$ cat src/rtl/scpr_pkg.sv
package scpr_pkg;

   localparam int FRAMES_DEFAULT = 16;
   localparam int PAGE_W_DEFAULT = 8;

   localparam int CFG_W   = 5;
   localparam int SLOT_W  = 4;
   localparam int COUNT_W = 16;

   localparam logic [CFG_W-1:0] FRAMES_RESET = CFG_W'(4);

   typedef enum logic [2:0] {
      ST_IDLE,
      ST_SCAN,
      ST_SWEEP,
      ST_EVICT,
      ST_FINISH
   } state_type;

endpackage

$ cat src/rtl/second_chance_page_replacement.sv
// Channel   Direction  Handshake              Word
// req_      in         req_valid / req_ready  page_number, last_request
// rsp_      out        rsp_valid / rsp_ready  page_fault, frame_slot, evicted_valid,
//                                             evicted_page, fault_count
// csr_      in         csr_valid / csr_ready  frames_in_use
//
// With n active frames a word that hits frame k ends its scan at that frame, a word
// that fills an empty frame scans all n frames, and a word that evicts scans them all
// and then sweeps the hand; the single memory read port and one comparator set this.
// Reset is synchronous; it empties all frames and sets the frame count to four.
// A result that is not taken holds the next word in its final cycle.
module second_chance_page_replacement #(
   parameter int NUM_FRAMES = scpr_pkg::FRAMES_DEFAULT,
   parameter int PAGE_WIDTH = scpr_pkg::PAGE_W_DEFAULT
) (
   input  logic                         clock,
   input  logic                         reset,
   input  logic                         req_valid,
   output logic                         req_ready,
   input  logic [PAGE_WIDTH-1:0]        req_page_number,
   input  logic                         req_last_request,
   output logic                         rsp_valid,
   input  logic                         rsp_ready,
   output logic                         rsp_page_fault,
   output logic [scpr_pkg::SLOT_W-1:0]  rsp_frame_slot,
   output logic                         rsp_evicted_valid,
   output logic [PAGE_WIDTH-1:0]        rsp_evicted_page,
   output logic [scpr_pkg::COUNT_W-1:0] rsp_fault_count,
   input  logic                         csr_valid,
   output logic                         csr_ready,
   input  logic [scpr_pkg::CFG_W-1:0]   csr_frames_in_use
);
   import scpr_pkg::*;

   localparam int IDX_W = (NUM_FRAMES > 1) ? $clog2(NUM_FRAMES) : 1;
   localparam int CNT_W = $clog2(NUM_FRAMES + 1);

   state_type state_ff, state_in;

   logic [CFG_W-1:0]      frames_cfg_ff;
   logic [CNT_W-1:0]      n_active;
   logic [CNT_W-1:0]      n_ff, n_in;
   logic [PAGE_WIDTH-1:0] page_ff, page_in;
   logic                  last_ff, last_in;
   logic [CNT_W-1:0]      scan_cnt_ff, scan_cnt_in;
   logic                  cmp_valid_ff, cmp_valid_in;
   logic [IDX_W-1:0]      cmp_idx_ff, cmp_idx_in;
   logic                  empty_found_ff, empty_found_in;
   logic [IDX_W-1:0]      empty_idx_ff, empty_idx_in;
   logic                  hit_ff, hit_in;
   logic                  evict_ff, evict_in;
   logic [IDX_W-1:0]      slot_ff, slot_in;
   logic [PAGE_WIDTH-1:0] old_page_ff, old_page_in;
   logic [IDX_W-1:0]      hand_ff, hand_in;
   logic [COUNT_W-1:0]    faults_ff, faults_in;
   logic                  frame_valid_ff [NUM_FRAMES];
   logic                  frame_valid_in [NUM_FRAMES];
   logic                  ref_ff [NUM_FRAMES];
   logic                  ref_in [NUM_FRAMES];

   logic                  rsp_valid_ff, rsp_valid_in;
   logic                  rsp_fault_ff, rsp_fault_in;
   logic [SLOT_W-1:0]     rsp_slot_ff, rsp_slot_in;
   logic                  rsp_evict_ff, rsp_evict_in;
   logic [PAGE_WIDTH-1:0] rsp_old_ff, rsp_old_in;
   logic [COUNT_W-1:0]    rsp_count_ff, rsp_count_in;

   logic [PAGE_WIDTH-1:0] frame_mem [NUM_FRAMES];
   logic [PAGE_WIDTH-1:0] rd_data_ff;
   logic                  mem_re;
   logic [IDX_W-1:0]      mem_raddr;
   logic                  mem_we;
   logic [IDX_W-1:0]      mem_waddr;

   logic                  req_fire;
   logic                  scan_issue;
   logic                  scan_match;
   logic                  scan_last;
   logic                  empty_now;
   logic [IDX_W-1:0]      empty_sel;
   logic                  hand_out;
   logic [IDX_W-1:0]      hand_norm;
   logic [IDX_W-1:0]      hand_next;
   logic                  rsp_load;

   assign req_ready = (state_ff == ST_IDLE);
   assign csr_ready = 1'b1;
   assign req_fire  = req_valid && req_ready;

   always_comb begin
      if (frames_cfg_ff == '0) begin
         n_active = CNT_W'(1);
      end else if (32'(frames_cfg_ff) > NUM_FRAMES) begin
         n_active = CNT_W'(NUM_FRAMES);
      end else begin
         n_active = CNT_W'(frames_cfg_ff);
      end
   end

   // The comparator and the hand logic are the shared unit of the sequencer.
   always_comb begin
      scan_issue = (scan_cnt_ff < n_ff);
      scan_match = cmp_valid_ff && frame_valid_ff[cmp_idx_ff] && (rd_data_ff == page_ff);
      scan_last  = cmp_valid_ff && ((CNT_W'(cmp_idx_ff) + CNT_W'(1)) == n_ff);
      empty_now  = empty_found_ff || (cmp_valid_ff && !frame_valid_ff[cmp_idx_ff]);
      empty_sel  = empty_found_ff ? empty_idx_ff : cmp_idx_ff;
      hand_out   = (CNT_W'(hand_ff) >= n_ff);
      hand_norm  = hand_out ? '0 : hand_ff;
      hand_next  = ((CNT_W'(hand_ff) + CNT_W'(1)) == n_ff) ? '0 : hand_ff + IDX_W'(1);
      rsp_load   = (state_ff == ST_FINISH) && (!rsp_valid_ff || rsp_ready);
   end

   always_comb begin
      state_in = state_ff;
      unique case (state_ff)
         ST_IDLE: begin
            if (req_fire) begin
               state_in = ST_SCAN;
            end
         end
         ST_SCAN: begin
            if (scan_match) begin
               state_in = ST_FINISH;
            end else if (scan_last) begin
               state_in = empty_now ? ST_FINISH : ST_SWEEP;
            end
         end
         ST_SWEEP: begin
            if (!ref_ff[hand_ff]) begin
               state_in = ST_EVICT;
            end
         end
         ST_EVICT: begin
            state_in = ST_FINISH;
         end
         ST_FINISH: begin
            if (rsp_load) begin
               state_in = ST_IDLE;
            end
         end
         default: begin
            state_in = ST_IDLE;
         end
      endcase
   end

   always_comb begin
      n_in           = n_ff;
      page_in        = page_ff;
      last_in        = last_ff;
      scan_cnt_in    = scan_cnt_ff;
      cmp_valid_in   = 1'b0;
      cmp_idx_in     = cmp_idx_ff;
      empty_found_in = empty_found_ff;
      empty_idx_in   = empty_idx_ff;
      hit_in         = hit_ff;
      evict_in       = evict_ff;
      slot_in        = slot_ff;
      old_page_in    = old_page_ff;
      hand_in        = hand_ff;
      faults_in      = faults_ff;
      frame_valid_in = frame_valid_ff;
      ref_in         = ref_ff;
      mem_re         = 1'b0;
      mem_raddr      = hand_ff;
      mem_we         = 1'b0;
      mem_waddr      = hand_ff;
      rsp_valid_in   = rsp_valid_ff && !rsp_ready;
      rsp_fault_in   = rsp_fault_ff;
      rsp_slot_in    = rsp_slot_ff;
      rsp_evict_in   = rsp_evict_ff;
      rsp_old_in     = rsp_old_ff;
      rsp_count_in   = rsp_count_ff;

      unique case (state_ff)
         ST_IDLE: begin
            if (req_fire) begin
               n_in           = n_active;
               page_in        = req_page_number;
               last_in        = req_last_request;
               scan_cnt_in    = '0;
               empty_found_in = 1'b0;
               hit_in         = 1'b0;
               evict_in       = 1'b0;
               old_page_in    = '0;
            end
         end
         ST_SCAN: begin
            if (scan_issue && !scan_match && !scan_last) begin
               mem_re       = 1'b1;
               mem_raddr    = scan_cnt_ff[IDX_W-1:0];
               cmp_valid_in = 1'b1;
               cmp_idx_in   = scan_cnt_ff[IDX_W-1:0];
               scan_cnt_in  = scan_cnt_ff + CNT_W'(1);
            end
            if (cmp_valid_ff && !frame_valid_ff[cmp_idx_ff] && !empty_found_ff) begin
               empty_found_in = 1'b1;
               empty_idx_in   = cmp_idx_ff;
            end
            if (scan_match) begin
               hit_in             = 1'b1;
               slot_in            = cmp_idx_ff;
               ref_in[cmp_idx_ff] = 1'b1;
            end else if (scan_last) begin
               if (empty_now) begin
                  slot_in                   = empty_sel;
                  mem_we                    = 1'b1;
                  mem_waddr                 = empty_sel;
                  frame_valid_in[empty_sel] = 1'b1;
                  ref_in[empty_sel]         = 1'b1;
               end else begin
                  hand_in = hand_norm;
               end
            end
         end
         ST_SWEEP: begin
            mem_re    = 1'b1;
            mem_raddr = hand_ff;
            if (ref_ff[hand_ff]) begin
               ref_in[hand_ff] = 1'b0;
               hand_in         = hand_next;
            end else begin
               slot_in = hand_ff;
            end
         end
         ST_EVICT: begin
            evict_in        = 1'b1;
            old_page_in     = rd_data_ff;
            mem_we          = 1'b1;
            mem_waddr       = hand_ff;
            ref_in[hand_ff] = 1'b1;
            hand_in         = hand_next;
         end
         ST_FINISH: begin
            if (rsp_load) begin
               if (!hit_ff && (faults_ff != '1)) begin
                  faults_in = faults_ff + COUNT_W'(1);
               end
               rsp_valid_in = 1'b1;
               rsp_fault_in = !hit_ff;
               rsp_slot_in  = SLOT_W'(slot_ff);
               rsp_evict_in = evict_ff;
               rsp_old_in   = old_page_ff;
               rsp_count_in = faults_in;
               if (last_ff) begin
                  for (int i = 0; i < NUM_FRAMES; i++) begin
                     frame_valid_in[i] = 1'b0;
                     ref_in[i]         = 1'b0;
                  end
                  hand_in   = '0;
                  faults_in = '0;
               end
            end
         end
         default: begin
         end
      endcase
   end

   always_ff @(posedge clock) begin
      if (reset) begin
         state_ff       <= ST_IDLE;
         frames_cfg_ff  <= FRAMES_RESET;
         hand_ff        <= '0;
         faults_ff      <= '0;
         rsp_valid_ff   <= 1'b0;
         cmp_valid_ff   <= 1'b0;
         for (int i = 0; i < NUM_FRAMES; i++) begin
            frame_valid_ff[i] <= 1'b0;
            ref_ff[i]         <= 1'b0;
         end
      end else begin
         state_ff       <= state_in;
         hand_ff        <= hand_in;
         faults_ff      <= faults_in;
         rsp_valid_ff   <= rsp_valid_in;
         cmp_valid_ff   <= cmp_valid_in;
         frame_valid_ff <= frame_valid_in;
         ref_ff         <= ref_in;
         if (csr_valid && csr_ready) begin
            frames_cfg_ff <= csr_frames_in_use;
         end
      end
   end

   always_ff @(posedge clock) begin
      n_ff           <= n_in;
      page_ff        <= page_in;
      last_ff        <= last_in;
      scan_cnt_ff    <= scan_cnt_in;
      cmp_idx_ff     <= cmp_idx_in;
      empty_found_ff <= empty_found_in;
      empty_idx_ff   <= empty_idx_in;
      hit_ff         <= hit_in;
      evict_ff       <= evict_in;
      slot_ff        <= slot_in;
      old_page_ff    <= old_page_in;
      rsp_fault_ff   <= rsp_fault_in;
      rsp_slot_ff    <= rsp_slot_in;
      rsp_evict_ff   <= rsp_evict_in;
      rsp_old_ff     <= rsp_old_in;
      rsp_count_ff   <= rsp_count_in;
   end

   always_ff @(posedge clock) begin
      if (mem_we) begin
         frame_mem[mem_waddr] <= page_ff;
      end
      if (mem_re) begin
         rd_data_ff <= frame_mem[mem_raddr];
      end
   end

   assign rsp_valid         = rsp_valid_ff;
   assign rsp_page_fault    = rsp_fault_ff;
   assign rsp_frame_slot    = rsp_slot_ff;
   assign rsp_evicted_valid = rsp_evict_ff;
   assign rsp_evicted_page  = rsp_old_ff;
   assign rsp_fault_count   = rsp_count_ff;

   a_accept_starts_scan: assert property (@(posedge clock) disable iff (reset)
      req_fire |=> (state_ff == ST_SCAN))
      else $error("accepted word did not start a frame scan");

   a_result_from_finish: assert property (@(posedge clock) disable iff (reset)
      $rose(rsp_valid_ff) |-> $past(state_ff == ST_FINISH))
      else $error("result appeared outside the finish step");

   a_hand_in_range: assert property (@(posedge clock) disable iff (reset)
      ((state_ff == ST_SWEEP) || (state_ff == ST_EVICT)) |-> (CNT_W'(hand_ff) < n_ff))
      else $error("clock hand outside the active frames");

   a_evict_is_fault: assert property (@(posedge clock) disable iff (reset)
      rsp_valid_ff |-> (!rsp_evict_ff || rsp_fault_ff))
      else $error("eviction reported without a page fault");

   a_victim_unreferenced: assert property (@(posedge clock) disable iff (reset)
      (state_ff == ST_EVICT) |-> (frame_valid_ff[hand_ff] && !ref_ff[hand_ff]))
      else $error("victim frame is empty or still referenced");

endmodule

$ cat config.mk
export PLATFORM = sky130hd
export DESIGN_NAME = second_chance_page_replacement
export DESIGN_NICKNAME = d
export VERILOG_FILES = /design/src/rtl/scpr_pkg.sv /design/src/rtl/second_chance_page_replacement.sv
export SDC_FILE = /design/constraint.sdc
export NUM_CORES = 1
export LEC_CHECK = 0
export CORE_MARGIN = 3
export CORE_UTILIZATION = 30
export DETAILED_ROUTE_END_ITERATION = 8
export DONT_BUFFER_PORTS = 1
export PLACE_DENSITY = 0.54
export SLEW_MARGIN = 40
export SYNTH_ARGS = -nofsm -noshare
export SYNTH_HDL_FRONTEND = slang
export SYNTH_SLANG_ARGS = --single-unit
$ cat constraint.sdc
create_clock -name clock -period 3.85 [get_ports clock]
set_input_delay 0.385 -clock clock [delete_from_list [all_inputs] [get_ports clock]]
set_output_delay 0.385 -clock clock [all_outputs]
set_load 0.01 [all_outputs]
* Word level (Yosys, flattened, before mapping) *
Memory sizes are Yosys's and may differ from the RTL's. A register that Yosys moved wholly into a read port is not among the register bits.
Cells that the tools add are included.

cells by class
  reductions and logical operators = 45
  bitwise logic cells = 10
  equal/unequal tests = 23
  $lt $le $gt $ge = 9
  muxes and demuxes = 75
  add/sub/neg operators = 5

operator list
  kind                                                         count
  2-to-1 mux 16 bit                                            11
  2-to-1 mux 4 bit                                             19
  bitwise OR 16 bit                                            4
  case mux 16 bit (4 select lines)                             1
  case mux 16 bit (2 select lines)                             1
  != test 2 bit (second input constant)                        12
  2-to-1 mux 1 bit                                             18
  2-to-1 mux 3 bit                                             6
  adder 16 x 1 -> 16 bit (second input constant)               1
  bitwise AND 16 bit                                           1
  != test 16 bit (second input constant)                       1
  inverter 16 bit                                              1
  case mux 4 bit (4 select lines)                              1
  case mux 8 bit (2 select lines)                              1
  >= comparator 5 bit (second input constant)                  3
  less-than comparator 5 x 1 -> 1 bit (second input constant)  3
  2-to-1 mux 5 bit                                             3
  inverter 4 -> 5 bit                                          3
  case mux 3 bit (5 select lines)                              1
  logical AND 1 bit                                            14
  demux 1 bit (select 4 bit)                                   3
  AND reduction 6 bit                                          2
  adder 4 x 1 -> 5 bit (second input constant)                 2
  == test 5 bit                                                2
  28 further kinds                                             53

storage, ports and cells
  word-level logic and storage cells = 223
  bits in registers = 134
  memories = 1
  RAM bits = 128
  input bits = 19
  output and inout port bits = 33

memory list
  name       depth  bits a word  read ports  clocked after memory_dff  write ports  line                                  text
  frame_mem  16     8            1           1                         1            second_chance_page_replacement.sv:68  logic [PAGE_WIDTH-1:0] frame_mem [NUM_FRAMES];

* Logic depth before layout (Yosys ltp) *
Gate-level depths: netlist of the first run.

  depth after elaboration = 13
  gate-level depth with buffers = 14
  gate-level depth less buffers = 11

* Worst setup path before layout of the first run *
Ideal clock, no wire load.

  path kind = register -> register
  start point = register cmp_idx_ff[1]
  end point = register rd_data_ff[0] (read register of frame_mem), data pin
  stages on the path, launching flop included = 15
  slack = 507 ps
  period minus slack after synthesis = 3343 ps
  buffers on the path = 4
  setup time = 272 ps
  arrival = 3071 ps
  required time = 3578 ps
  path through = edfxtp_1 > clkbuf_1 > inv_1 > ha_1 > xor2_1 > nor3_1 > a41o_1 > a21o_1 > buf_6 > buf_2 > clkbuf_1 > a211oi_1 > a311oi_1 > o22ai_1 > or4_1

between the ends
  word-level cells in the longest chain between the ends = 11
  elaborated cells between the ends (all ways) = 17
  those cells by class = add/sub (1); eq/ne (1); mux (7); bitwise (1); reduce/logical (7)

ends and longest elaborated chain
  item                                                                 line                                   text
  from (decl)                                                          second_chance_page_replacement.sv:47   logic [IDX_W-1:0] cmp_idx_ff, cmp_idx_in;
  from (signal assigned)                                               second_chance_page_replacement.sv:291  cmp_idx_ff <= cmp_idx_in;
  inverter 4 -> 5 bit (implied by the code)                            second_chance_page_replacement.sv:103  scan_match = cmp_valid_ff && frame_valid_ff[cmp_idx_ff] && (rd_data_ff == page_ff);
  binary-select mux 1 bit (select 4 bit)                               second_chance_page_replacement.sv:103
  2-to-1 mux 1 bit (implied by the code) (2 in a row)                  second_chance_page_replacement.sv:103
  logical AND 1 bit (2 in a row)                                       second_chance_page_replacement.sv:103
  logical NOT 1 bit                                                    second_chance_page_replacement.sv:189  if (scan_issue && !scan_match && !scan_last) begin
  logical AND 1 bit                                                    second_chance_page_replacement.sv:189
  logical AND 1 bit *                                                  second_chance_page_replacement.sv:189
  2-to-1 mux 1 bit or 2-to-1 mux 4 bit (tied branches)                 second_chance_page_replacement.sv:189
  case mux 1 bit (2 select lines) or 2-to-1 mux 4 bit (tied branches)  second_chance_page_replacement.sv:175  unique case (state_ff)
  to (decl)                                                            second_chance_page_replacement.sv:69   logic [PAGE_WIDTH-1:0] rd_data_ff;

Mark *: on every way between the ends. The rest lies on a longest branch, timed or not. The select of a mux whose other input is x is not followed.
A chain may end at the register's enable or synchronous reset.

* Worst setup path after layout of the first run *
  start point = register cmp_idx_ff[0]
  end point = register rd_data_ff[6] (read register of frame_mem), data pin

The elaborated chain is that of the path after synthesis.

==> results.md, run 1 <==
- The average via count per standard cell is approximately 5.5.
- The switching part of the total is 0.375.
- The clock root buffer is clkbuf_16.
- The worst max-slew margin expressed relative to the limit is 0.510.
- The number of global-route vias before repair was around 11,000.
- The number of sinks driven by the clock tree is 270.
- The worst-path maximum fanout is 21.
- The average detailed-routed wire length per instance is 20.2 µm.
- The total negative slack is 0 ns.
- In this run the worst setup path begins at cmp_idx_ff[0]$_DFFE_PP_.
- In this run, the number of DRC markers left after iteration 0 of detailed routing was a little under 1,000.
- The worst clock skew is approximately 0.021 ns.
- By area the synthesized netlist is led by edfxtp_1 44%, dfxtp_1 8.8%, nand2_1 6.5%.
- On the critical path, the stage with the largest delay is an instance of or4_1.
- Before CTS, the worst setup slack after placement is between 0.004 and 0.005 ns.
- For this design the ratio of total power to cell area is about 640 mW/mm².
- The initial utilization of the core area, before any placement, comes to 0.308.
- The required time of the critical path is between 4 and 5 ns.
- In this design, the stage delay of the slowest critical-path cell is around 0.54 ns.
- The run finished with clean final reports.
- Routability-driven placement finished with a final weighted congestion of approximately 0.9.
- The fill cell instance count of the final layout is 4,524.
- The count of cell types in the netlist is 66.
- Clock-pin slew was measured on the worst setup and hold paths at ~0.060 ns.
- The highest clock rate is 0.278 GHz.
- VDD sags by at most around 0.37 mV.
- The capturing element of the worst setup path is rd_data_ff[6]$_DFFE_PP_.
- The number of cell instances on the worst register-to-register path is 11.
- The library cell appearing most often on the critical path is buf_4.
- TritonCTS built the clock tree.
- Dividing the final minimum period by the clock period gives 0.933.
- Across every metal layer, demand over resource in global routing totals 0.163.
- The count of state elements after synthesis is 270.
- Measured along the x axis, the die boundary spans ~220 µm.
- Setup violations remaining at the end of the flow were counted as 0.
- The mapped netlist covers 0.0142 mm².
- The first detailed-routing pass took 5 iterations.
- 0 antenna diodes ended up in the layout.
- The area taken by multi-input logic gates is around 0.0061 mm².
- The internal power of the cells totals around 6.5 mW.
- In this run the critical register-to-register path is captured at rd_data_ff[6]$_DFFE_PP_.
- In this run the count of I/O pins placed on the die edge is 52.
- Counting flops with an async set or reset pin after synthesis yields a share of 0.
- The proportion of power drawn by flip-flops and latches is 0.367.
- In the post-route analysis, the smallest setup slack over all paths is approximately 0.26 ns.
- The CTS buffer count is 31.
- By startpoint and endpoint, the worst setup path is classified as reg2reg.
- Counting flops with a built-in enable in the synthesized netlist gives 208.
- The number of instances in the synthesized netlist is 1,412.
- Once detail routing completed, the nets flagged for antenna violations numbered 0.
- Of all cell types, the one taking the most synthesized area is edfxtp_1.
- The maximum level of the CTS H-tree is 1.
- The worst hold path passes through 2 cells.
- In the routed design, unresolved DRC markers number 0.
- The die is ~220 µm tall.
- The HPWL after detailed placement is between 20,000 and 30,000 µm.
- The pin count of the biggest net entering global routing is 114.
- The category of the worst setup path capture point is a flip-flop.
- The number of buffers between clock root and the deepest sink is 3.
- The count of final hold-check violations came to 0.
- The placeable core area is between 0.04 and 0.05 mm².
- Of the post-synthesis cell area, the dominant cell type holds 0.441.
- Of the total power, combinational logic draws 0.345.
- The setup slack of the worst register-to-register path is ~0.26 ns.
- In this run the core area contains 78 standard-cell rows.
- The time the final worst path needs with I/O delays and setup is about 3.6 ns.
- From synthesis to final layout, the design area changed by 14.9%.
- The worst register-to-register path begins at cmp_idx_ff[0]$_DFFE_PP_.
- The final layout contains approximately 1,500 nets.
- The share of layout cells above drive strength 1 is 0.110.
- The storage element area is between 0.007 and 0.008 mm².
- The number of nets produced by synthesis is 1,451.
- Of the total power, the clock network draws 0.288.
- The first global-routing pass estimated between 60,000 and 70,000 µm of wire.
- Data arrives at the worst endpoint at between 3 and 4 ns.
- The worst-skew pair later-pin latency is slightly below 0.6 ns.
- The pin slew with the least headroom to its limit is between 0.7 and 0.8 ns.
- The count of buffers added on input and output ports is 0.
- Once layout is complete, the utilization of the core stands at 0.354.
- Of the synthesized area, sequential elements account for 0.529.
- The analysis attributes to net switching a power of 3.88 mW.
- The worst setup path is launched from a flip-flop.
- Setup repair after global routing left no endpoint under its margin.
- The final max-slew violation count is 0.
- During synthesis, Yosys emitted a total of 0 warnings.
- The total number of vias is between 10,000 and 15,000.
- The aggregate global routing overflow is 0.
- The max-capacitance violation count is 0.
- For this block, the routed nets add up to between 40,000 and 50,000 µm of wire.
- The area of the die is between 0.04 and 0.05 mm².
- For this run, the leading register cell type out of synthesis is edfxtp_1.
- The average footprint of a synthesized cell is roughly 10 µm².
- The critical path goes through buf_12, mux4_2, a22oi_4, nand3_4, a21oi_4, nand2_4, buf_4, a31oi_2, buf_4, o22ai_1, or4_1.
- The number of antenna violations at the first check in global routing came to 0.
- In this run the static leakage power is approximately 5.5 nW.
- The min-delay analysis places its worst path in the category in2reg.
## stage by stage
step	cell area [µm²]	hold slack (ns)	power (mW)	cells
floorplan	14200	0.400	6.19	1412
global placement	15000	0.411	7.33	1969
detailed placement	15000	0.405	7.35	1969
CTS	16300	0.00200	10.4	2049
global route	16300	0.0386	10.9	2049
finish	16300	0.0292	10.4	2049
## area by class of cell
type / instances / share of cell area
Multi-Input combinational cell: 1000 / 0.372
Clock inverter: 9 / 0.00338
Inverter: 27 / 0.00623
Sequential cell: 270 / 0.460
Timing Repair Buffer: 94 / 0.0506
Clock buffer: 49 / 0.0614
Tap cell: 600 / 0.0461
## critical path, delay by kind of cell (launching register included)
| family | cells | cell delay (ns) |
|---|---|---|
| and+or+nand+nor | 3 | 0.91 |
| muxes | 1 | 0.53 |
| AOI/OAI and AO/OA | 4 | 0.78 |
| DFF | 1 | 0.42 |
| buffers and inverters | 3 | 0.67 |
## power by group through the flow
| stage | Sequential (mW) | Combinational (mW) | Clock (mW) |
|---|---|---|---|
| 6_report | 3.80 | 3.58 | 2.98 |
| 2_1_floorplan | 3.74 | 2.46 | 0 |
| 3_5_place_dp | 3.86 | 3.49 | 0 |
| 3_3_place_gp | 3.86 | 3.46 | 0 |
| 5_1_grt | 3.82 | 3.87 | 3.17 |
| 4_1_cts | 3.79 | 3.55 | 3.05 |
## how the worst min path moves through the flow
stage                                       startpoint                       endpoint  slack, ns
after floorplan           old_page_ff[0]$_SDFFCE_PN0P_  rsp_evicted_page[0]$_DFFE_PP_       0.40
after CTS                                    rsp_ready           rsp_valid$_SDFF_PP0_      0.002
final                                        rsp_ready           rsp_valid$_SDFF_PP0_       0.03
after global routing                         rsp_ready           rsp_valid$_SDFF_PP0_       0.04
after global placement            slot_ff[2]$_DFFE_PP_    rsp_frame_slot[2]$_DFFE_PP_       0.41
after detailed placement  old_page_ff[3]$_SDFFCE_PN0P_  rsp_evicted_page[3]$_DFFE_PP_       0.40
## cell usage after synthesis (all sizes together), types with 9 or more instances
cell    instances
and3           12
a31oi          12
xor2           15
xnor2          22
a21oi         120
a211oi         65
nor2           98
nor2b          13
o22ai          33
o21ai          41
nand3          32
edfxtp        208
nand2b         77
clkbuf         81
dfxtp          62
nand2         246
a311oi         64
mux2i           9
a22oi          16
ha             20
or4             9
inv            26
o211ai         16
buf            34
mux4            9
## cells in the final DEF (no fill, tap or decap), types with 6 or more instances in the layout
cell type / synthesis / final
inv_1: 25 / 25
nor4_1: 7 / 7
nor2b_1: 13 / 11
a311oi_1: 64 / 64
nand3_1: 31 / 31
edfxtp_1: 208 / 208
and3_1: 12 / 12
a22oi_1: 15 / 15
o22ai_1: 33 / 33
nor3_1: 8 / 8
o21ai_0: 41 / 41
mux2i_1: 9 / 9
and2_1: 8 / 8
a21oi_1: 118 / 118
ha_1: 20 / 20
a211oi_1: 65 / 65
clkbuf_1: 81 / 7
dfxtp_1: 62 / 61
dlygate4sd3_1: 0 / 19
a31oi_1: 6 / 6
nor2_1: 98 / 97
or4_1: 9 / 9
o211ai_1: 16 / 16
clkbuf_8: 0 / 7
clkbuf_16: 0 / 35
xnor2_1: 22 / 22
nand4_1: 8 / 8
xor2_1: 15 / 15
buf_4: 3 / 68
nand2b_1: 77 / 77
mux4_2: 7 / 7
nand2_1: 245 / 245
## state kept, by name (all words and copies together), names as in the netlist, 3 cells and up
register,cells
cmp_idx_ff,4
slot_ff,4
old_page_ff,8
n_ff,5
hand_ff,4
rd_data_ff,8
state_ff,3
empty_idx_ff,4
rsp_evicted_page,8
faults_ff,16
scan_cnt_ff,5
page_ff,8
ref_ff,16
rsp_fault_count,16
frame_mem,128
frame_valid_ff,16
rsp_frame_slot,4
frames_cfg_ff,5
## kinds of logic after synthesis
logic type,Yosys count,share of synthesized area
and+or+nand+nor,532,0.175
AOI/OAI and AO/OA,390,0.187
DFF,270,0.529
buffers and inverters,142,0.0459
xor gates and xnor gates,37,0.0229
adders and majority gates,20,0.0177
muxes,20,0.0228
other,1,0.000265
## per-layer routing
metal	part of all wire	GRT usage	up-vias
li1	-	-	5239
met1	0.46	0.234	5451
met2	0.45	0.257	411
met3	0.065	0.0218	69
met4	0.024	0.0431	0
met5	0	0	-
## repair_timing
action                                 4_1_cts  5_1_grt
endpoints found under the hold margin       40        0
hold buffers                                20        0
buffers inserted                             2        0
gates resized for setup                      0        1
setup endpoints to repair                    1        3
Note: power is estimated with default switching activity, not from simulation.
==> run 2: changes to the inputs <==
- GPL_TIMING_DRIVEN: not set -> 0
- PLACE_DENSITY: 0.54 -> 0.55
- clock period: 3.85 -> 3.2 ns (I/O delays scaled with it)
==> results.md, run 2 (synthesis results as in run 1) <==
- The max-capacitance violation count is 0 (unchanged).
- The share of the clock period used by the worst path came to 1.09 (+0.156).
- The highest layer used for signal routing is met5.
- The starting density of the core is 0.308 (unchanged).
- The final worst hold slack is 0.163 ns (+0.134 ns).
- The worst-skew pair later-pin latency is 0.57 ns (about the same).
- The worst max-slew margin expressed relative to the limit is 0.422 (-0.0877).
- The weighted congestion at the end of routability-driven global placement is 0.916 (+1.9%).
- The root buffer cell chosen for the clock tree is clkbuf_16.
- The number of cells on the worst hold path is 2 (unchanged).
- The aggregate global routing overflow was 0 (unchanged).
- The count of final setup violators is 146 (+146).
- The library cells used most frequently in the layout, excluding fill and tap cells, are 242 x nand2_1, 208 x edfxtp_1, 117 x a21oi_1.
- The aggregate routed wire length is 44,500 µm (+7.4%).
- The most frequent standard cell in the layout excluding fill and tap cells is nand2_1.
- The pin slew with the least headroom to its limit came to 0.867 ns (+0.132 ns).
- The count of final hold-check violations came to 0 (unchanged).
- The worst-path maximum fanout is 10 (-52%).
- The setup slack of the worst register-to-register path is -0.28 ns (-0.54 ns).
- The share of layout cells above drive strength 1 came to 0.209 (+0.0990).
- The required time of the critical path is 3.50 ns (-0.67 ns).
- The worst setup margin is -0.284 ns (-0.542 ns).
- The maximum level of the CTS H-tree is 1 (unchanged).
- The area growth from synthesis to layout is 28.7%.
- The pin count of the biggest net entering global routing is 40 (-65%).
- The number of flip-flops in the largest register is 128 (unchanged).
- The checks that failed: negative setup slack.
- The largest vdd supply drop is 0.475 mV (+29%).
- The CTS buffer count came to 30 (-3.2%).
- STA classifies the critical path endpoint as a flip-flop.
- The share of the core filled with cells in the final layout is 0.397 (+0.0427).
- The number of antenna repair diodes was 0 (unchanged).
- The timing startpoint of the critical path is cmp_idx_ff[0]$_DFFE_PP_.
- The worst register-to-register path begins at cmp_idx_ff[0]$_DFFE_PP_.
- The area of the die is 0.0499 mm² (unchanged).
- The average detailed-routed wire length per instance is 20.7 µm (+2.5%).
- The clock edge transition at the registers on the reported setup and hold paths is 0.06 ns (about the same).
- The met1 layer wirelength in the final routing is 19,500 µm (+2.5%).
- The number of global-route vias before repair was 11,500 (+6.4%).
- The width of the die is 223 µm (unchanged).
- The met3 wire length is 3220 µm (+20%).
- Setup repair after global routing could not meet its margin everywhere.
- Among cell families on the critical path, the largest total delay comes from compound AO/OA/AOI/OAI gates.
- TritonCTS built the clock tree.
- The data arrival at the endpoint of the critical path was 3.78 ns (-0.13 ns).
- The vertical die dimension was 223 µm (unchanged).
- The number of nets with antenna violations after detailed routing is 0 (unchanged).
- The number of buffers inserted by port buffering is 0 (unchanged).
- The I/O pin count was 52 (unchanged).
- The path type of the worst min-delay path is in2reg.
- In this run the critical register-to-register path is captured at rd_data_ff[1]$_DFFE_PP_.
- The highest clock rate is 0.287 GHz (+3.1%).
- The number of gates on the worst path with buffers counted is 11 (unchanged).
- The final max-slew violation count is 0 (unchanged).
- The detailed-placement wirelength estimate is 30,300 µm (+11%).
- The worst setup path is launched from a flip-flop.
- The longest individual stage delay on the worst path is 0.57 ns (+0.03 ns).
- The critical path goes through buf_6, mux4_2, a22oi_4, nand3_4, a21oi_4, nand2_4, buf_12, buf_12, a311oi_4, o22ai_2, or4_4.
- The total length of routed met2 wires is 20,600 µm (+9.7%).
- The post-route DRC violation count is 0 (unchanged).
- The number of sinks driven by the clock tree is 270 (unchanged).
- The buffer and inverter count on the worst path is 3 (unchanged).
- The most numerous cell type found on the critical path is buf_12.
- The aggregate global-route resource usage is 0.173 (+0.0106).
- The number of placement rows came to 78 (unchanged).
- The time the final worst path needs with I/O delays and setup is 3.48 ns (-0.108 ns).
- The slowest stage of the critical path is the or4_4 cell.
- The post-layout net count is 1,562 (+6.8%).
- The leakage power figure came to 6.13 nW (+11%).
- The worst setup path is of the reg2reg kind.
- The global-route wire length before repair is 68,200 µm (+5.6%).
- The number of cell instances on the worst register-to-register path is 11 (unchanged).
- The number of antenna violations at the first check in global routing is 2 (+2).
- The average via count per standard cell is 5.48 (+0.44%).
- The number of DRC violations after detailed-routing iteration 0 was 1,204 (+24%).
- The most flop-heavy register is frame_mem.
- The total number of vias was 11,800 (+5.2%).
- The number of buffers between clock root and the deepest sink was 3 (unchanged).
- The number of optimization iterations in the first detailed-route pass was 6 (+1).
- The worst slack after detailed placement is -1.10 ns (-1.11 ns).
- The placeable core area is 0.0460 mm² (unchanged).
- The worst clock skew came to 0.0181 ns (-0.00269 ns).
- The total negative slack is -12.40 ns (-12.40 ns).
- The capturing element of the worst setup path is rd_data_ff[1]$_DFFE_PP_.
- The power density over cell area is 747 mW/mm² (+17%).
- The run finished, with violations left.
-- run 2: repair_timing --
action / in CTS / in global routing
endpoints found under the setup margin: 186 / 175
endpoints found under the hold margin: 16 / 0
pin swaps: 50 / 54
gates cloned: 4 / 0
resized for setup: 209 / 66
hold buffers: 15 / 0
setup buffers: 45 / 14
-- run 2: stage by stage --
step / total power [mW] / cell area [µm²] / cells
after floorplan: 7.46 / 14200 / 1412
final: 13.6 / 18200 / 2147
after global routing: 14.2 / 18200 / 2147
after CTS: 13.4 / 17800 / 2135
after global placement: 8.86 / 14900 / 2012
after detailed placement: 8.95 / 15000 / 2018
-- run 2: final cells by class --
cell class / instances / area [µm²]
Fill cell: 4399 / 27700
Sequential cell: 270 / 7490
Multi-Input combinational cell: 1000 / 7150
Timing Repair Buffer: 82 / 1040
Clock buffer: 38 / 843
Buffer: 112 / 752
Tap cell: 600 / 751
Inverter: 27 / 110
Clock inverter: 18 / 92.6
-- run 2: power by group --
group	leakage [nW]	switching (mW)	total (mW)	internal [mW]
clock	0.465	1.42	3.27	1.85
sequential	2.42	0.244	4.49	4.25
combinational	3.25	3.56	5.85	2.29
total	6.13	5.23	13.6	8.39
-- run 2: per-layer routing --
metal	track usage	vias to the layer above
met5	0	-
met4	0.0457	2
met3	0.0324	73
met2	0.282	474
met1	0.237	5757
li1	-	5450
-- run 2: how the worst min path moves through the flow --
stage	startpoint	endpoint	slack [ns]
after floorplan	old_page_ff[0]$_SDFFCE_PN0P_	rsp_evicted_page[0]$_DFFE_PP_	0.40
after global placement	slot_ff[3]$_DFFE_PP_	rsp_frame_slot[3]$_DFFE_PP_	0.40
after detailed placement	slot_ff[1]$_DFFE_PP_	rsp_frame_slot[1]$_DFFE_PP_	0.41
after CTS	req_valid	hit_ff$_DFFE_PP_	0.11
after global routing	req_valid	hit_ff$_DFFE_PP_	0.17
final	req_valid	hit_ff$_DFFE_PP_	0.16
-- run 2: worst reg2reg max path: cells and delay by family, from the launching register on --
kind                   cells  cell delay [ns]
AO/OA/AOI/OAI              4             0.98
buffers and inverters      3             0.50
flip-flops                 1             0.39
multiplexers               1             0.54
AND/OR/NAND/NOR            3             0.80
==> run 3: changes to the inputs <==
- CORE_ASPECT_RATIO: not set -> 1.2
- CTS_BUF_LIST: not set -> sky130_fd_sc_hd__clkbuf_2 sky130_fd_sc_hd__clkbuf_4 sky130_fd_sc_hd__clkbuf_8
==> results.md, run 3 (synthesis results as in run 1) <==
- The worst clock skew is 0.0451 ns (+0.0270 ns).
- The busiest layer in global routing is met2.
- The kind of cell with the highest combined delay on the critical path is compound AO/OA/AOI/OAI gates.
- The storage element area was 0.00749 mm² (unchanged).
- On the critical path, the stage with the largest delay is an instance of mux4_2.
- The number of placement rows is 86 (+10%).
- The number of buffers between clock root and the deepest sink came to 3 (unchanged).
- The max-capacitance violation count is 0 (unchanged).
- The count of final setup violators came to 88 (-40%).
- The clock tree from TritonCTS is done.
- The area growth from synthesis to layout is 25.0%.
- The worst setup margin is -0.287 ns (-0.00385 ns).
- The met3 track demand over resource came to 0.0302 (-0.00215).
- The number of global-route vias before repair is 11,700 (+2.1%).
- The placeable core area is 0.0463 mm² (+0.66%).
- The number of antenna violations at the first check in global routing is 0 (-2).
- The worst-skew pair later-pin latency was 0.63 ns (+0.06 ns).
- The global-route track usage on met1 is 0.216 (-0.0204).
- The aggregate routed wire length was 45,500 µm (+2.1%).
- The most flop-heavy register is frame_mem.
- The setup slack of the worst register-to-register path is -0.29 ns (about the same).
- The area of the die came to 0.0499 mm² (about the same).
- The capturing point of the worst reg2reg path is rd_data_ff[0]$_DFFE_PP_.
- The CTS buffer count is 46 (+53%).
- The timing startpoint of the critical path is cmp_idx_ff[0]$_DFFE_PP_.
- The data arrival at the endpoint of the critical path is 3.80 ns (+0.02 ns).
- The average detailed-routed wire length per instance came to 20.9 µm (+0.69%).
- The maximum level of the CTS H-tree came to 2 (+1).
- The checks that failed: negative setup slack.
- The average via count per standard cell is 5.44 (-0.74%).
- The category of the worst setup path capture point is a flip-flop.
- The largest vdd supply drop is 0.309 mV (-35%).
- The number of optimization iterations in the first detailed-route pass is 6 (unchanged).
- The number of gates on the worst path with buffers counted was 11 (unchanged).
- The cell count after placement is 2,035 (+0.84%).
- The worst setup path is of the reg2reg kind.
- The worst slack after detailed placement is -0.983 ns (+0.120 ns).
- The clock root buffer is clkbuf_8.
- The pin slew with the least headroom to its limit is 0.830 ns (-0.0373 ns).
- The worst-path maximum fanout was 10 (unchanged).
- The required time of the critical path is 3.51 ns (about the same).
- The aggregate global routing overflow was 0 (unchanged).
- The worst flop-to-flop path startpoint is cmp_idx_ff[0]$_DFFE_PP_.
- The vertical die dimension was 244 µm (+9.3%).
- The aggregate global-route resource usage was 0.179 (+0.00593).
- The type of element launching the critical path is a flip-flop.
- The I/O pin count came to 52 (unchanged).
- The pin count of the biggest net entering global routing was 40 (unchanged).
- The width of the die was 204 µm (-8.5%).
- The buffer and inverter count on the worst path is 3 (unchanged).
- Leaving out fill and tap cells, the most frequent cell in the layout is nand2_1.
- The post-route DRC violation count was 0 (unchanged).
- The total number of vias was 11,800 (+0.65%).
- The number of cell instances on the worst register-to-register path came to 11 (unchanged).
- Setup repair after global routing could not meet its margin everywhere.
- The signal on the critical path passes through buf_6, mux4_2, a22oi_4, nand3_4, a21oi_4, nand2_4, buf_12, buf_8, a311oi_4, o22ai_1, or4_1.
- The area taken by multi-input logic gates is 0.00687 mm² (-3.9%).
- The number of flip-flops in the largest register is 128 (unchanged).
- The number of antenna repair diodes came to 0 (unchanged).
- The weighted congestion at the end of routability-driven global placement is 0.887 (-3.1%).
- The path type of the worst min-delay path is in2reg.
- The global-route wire length before repair was 69,400 µm (+1.7%).
- The number of nets with antenna violations after detailed routing is 0 (unchanged).
- The time the final worst path needs with I/O delays and setup is 3.49 ns (+0.00385 ns).
- The number of sinks driven by the clock tree was 270 (unchanged).
- The count of non-filler cells in the finished layout is 2,177 (+1.4%).
- The longest individual stage delay on the worst path was 0.57 ns (about the same).
- The number of buffers inserted by port buffering came to 0 (unchanged).
- The detailed-placement wirelength estimate is 31,700 µm (+4.3%).
- The flow ran to the end, but the final reports show violations.
- The final max-slew violation count was 0 (unchanged).
- The clock edge transition at the registers on the reported setup and hold paths came to 0.06 ns (about the same).
- The share of layout cells above drive strength 1 is 0.199 (-0.0108).
- The power density over cell area came to 741 mW/mm² (-0.76%).
- The capturing element of the worst setup path is rd_data_ff[0]$_DFFE_PP_.
- The starting density of the core is 0.306 (-0.00202).
- The library cells used most frequently in the layout, excluding fill and tap cells, are 242 x nand2_1, 208 x edfxtp_1, 118 x a21oi_1.
- The worst max-slew margin expressed relative to the limit was 0.431 (+0.00904).
- The highest clock rate is 0.287 GHz (-0.11%).
- The global-route track usage on met2 came to 0.312 (+0.0299).
- The leakage power figure came to 5.95 nW (-3.0%).
- The post-layout net count is 1,565 (+0.19%).
- The count of final hold-check violations is 0 (unchanged).
- The fill cell instance count of the final layout is 4,546 (+3.3%).
- The number of DRC violations after detailed-routing iteration 0 is 1,151 (-4.4%).
- The share of the clock period used by the worst path is 1.09 (+0.00120).
==> run 3: cell types whose count changed in the layout (fill, tap and decap cells not counted), sizes merged <==
cell,before,now
buf,101,89
bufinv,0,2
clkbuf,116,139
clkinvlp,3,2
inv,25,27
==> run 3: area by class of cell <==
| class | count | share of cell area |
|---|---|---|
| inverter | 27 | 0.00572 |
| timing repair buffer | 69 | 0.0459 |
| clock inverter | 21 | 0.00862 |
| clock buffer | 62 | 0.0447 |
| multi-input combinational | 1000 | 0.388 |
| sequential | 270 | 0.423 |
| buffer | 112 | 0.0405 |
| tap | 616 | 0.0435 |
==> run 3: where the power goes <==
part | total (mW) | switching [mW] | internal (mW)
logic | 5.38 | 3.35 | 2.02
registers | 4.51 | 0.261 | 4.25
clock network | 3.24 | 1.47 | 1.77
==> run 3: how the worst min path moves through the flow <==
stage / endpoint / startpoint / cells past startpoint / slack [ns]
3_3_place_gp: rsp_evicted_page[2]$_DFFE_PP_ / old_page_ff[2]$_SDFFCE_PN0P_ / 0 / 0.41
6_report: frames_cfg_ff[3]$_SDFFE_PP0P_ / csr_valid / 3 / 0.15
3_5_place_dp: rsp_evicted_page[3]$_DFFE_PP_ / old_page_ff[3]$_SDFFCE_PN0P_ / 0 / 0.40
5_1_grt: frames_cfg_ff[3]$_SDFFE_PP0P_ / csr_valid / 3 / 0.14
4_1_cts: frames_cfg_ff[3]$_SDFFE_PP0P_ / csr_valid / 3 / 0.11
2_1_floorplan: rsp_evicted_page[0]$_DFFE_PP_ / old_page_ff[0]$_SDFFCE_PN0P_ / 0 / 0.40
==> run 3: through the flow <==
stage | utilization | cell area [µm²] | power (mW) | hold slack (ns) | TNS, ns
after floorplan | - | 14200 | 7.46 | 0.400 | 0
after detailed placement | 0.325 | 15100 | 8.93 | 0.405 | -115.68
after global routing | 0.383 | 17700 | 13.7 | 0.141 | -18.37
after global placement | 0.323 | 14900 | 8.84 | 0.407 | -153.57
final | 0.383 | 17700 | 13.1 | 0.150 | -7.84
after CTS | 0.378 | 17500 | 12.9 | 0.109 | -10.83
==> run 3: worst register-to-register path: stages, from the launching register on <==
cell,delay (ns)
edfxtp_1,0.36
buf_6,0.16
mux4_2,0.57
a22oi_4,0.24
nand3_4,0.13
a21oi_4,0.24
nand2_4,0.10
buf_12,0.17
buf_8,0.17
a311oi_4,0.37
o22ai_1,0.13
or4_1,0.56
==> run 3: routing by layer <==
metal / up-vias / part of all wire
met3: 99 / 0.053
met4: 0 / 0.042
met5: - / 0
met1: 5872 / 0.40
met2: 407 / 0.51
li1: 5454 / -
==> run 3: repair_timing <==
action,CTS,global route
buffers inserted,38,8
hold endpoints to repair,16,0
cloned,1,0
pin swaps,40,6
hold buffers,15,0
setup endpoints to repair,186,170
resized for setup,170,39
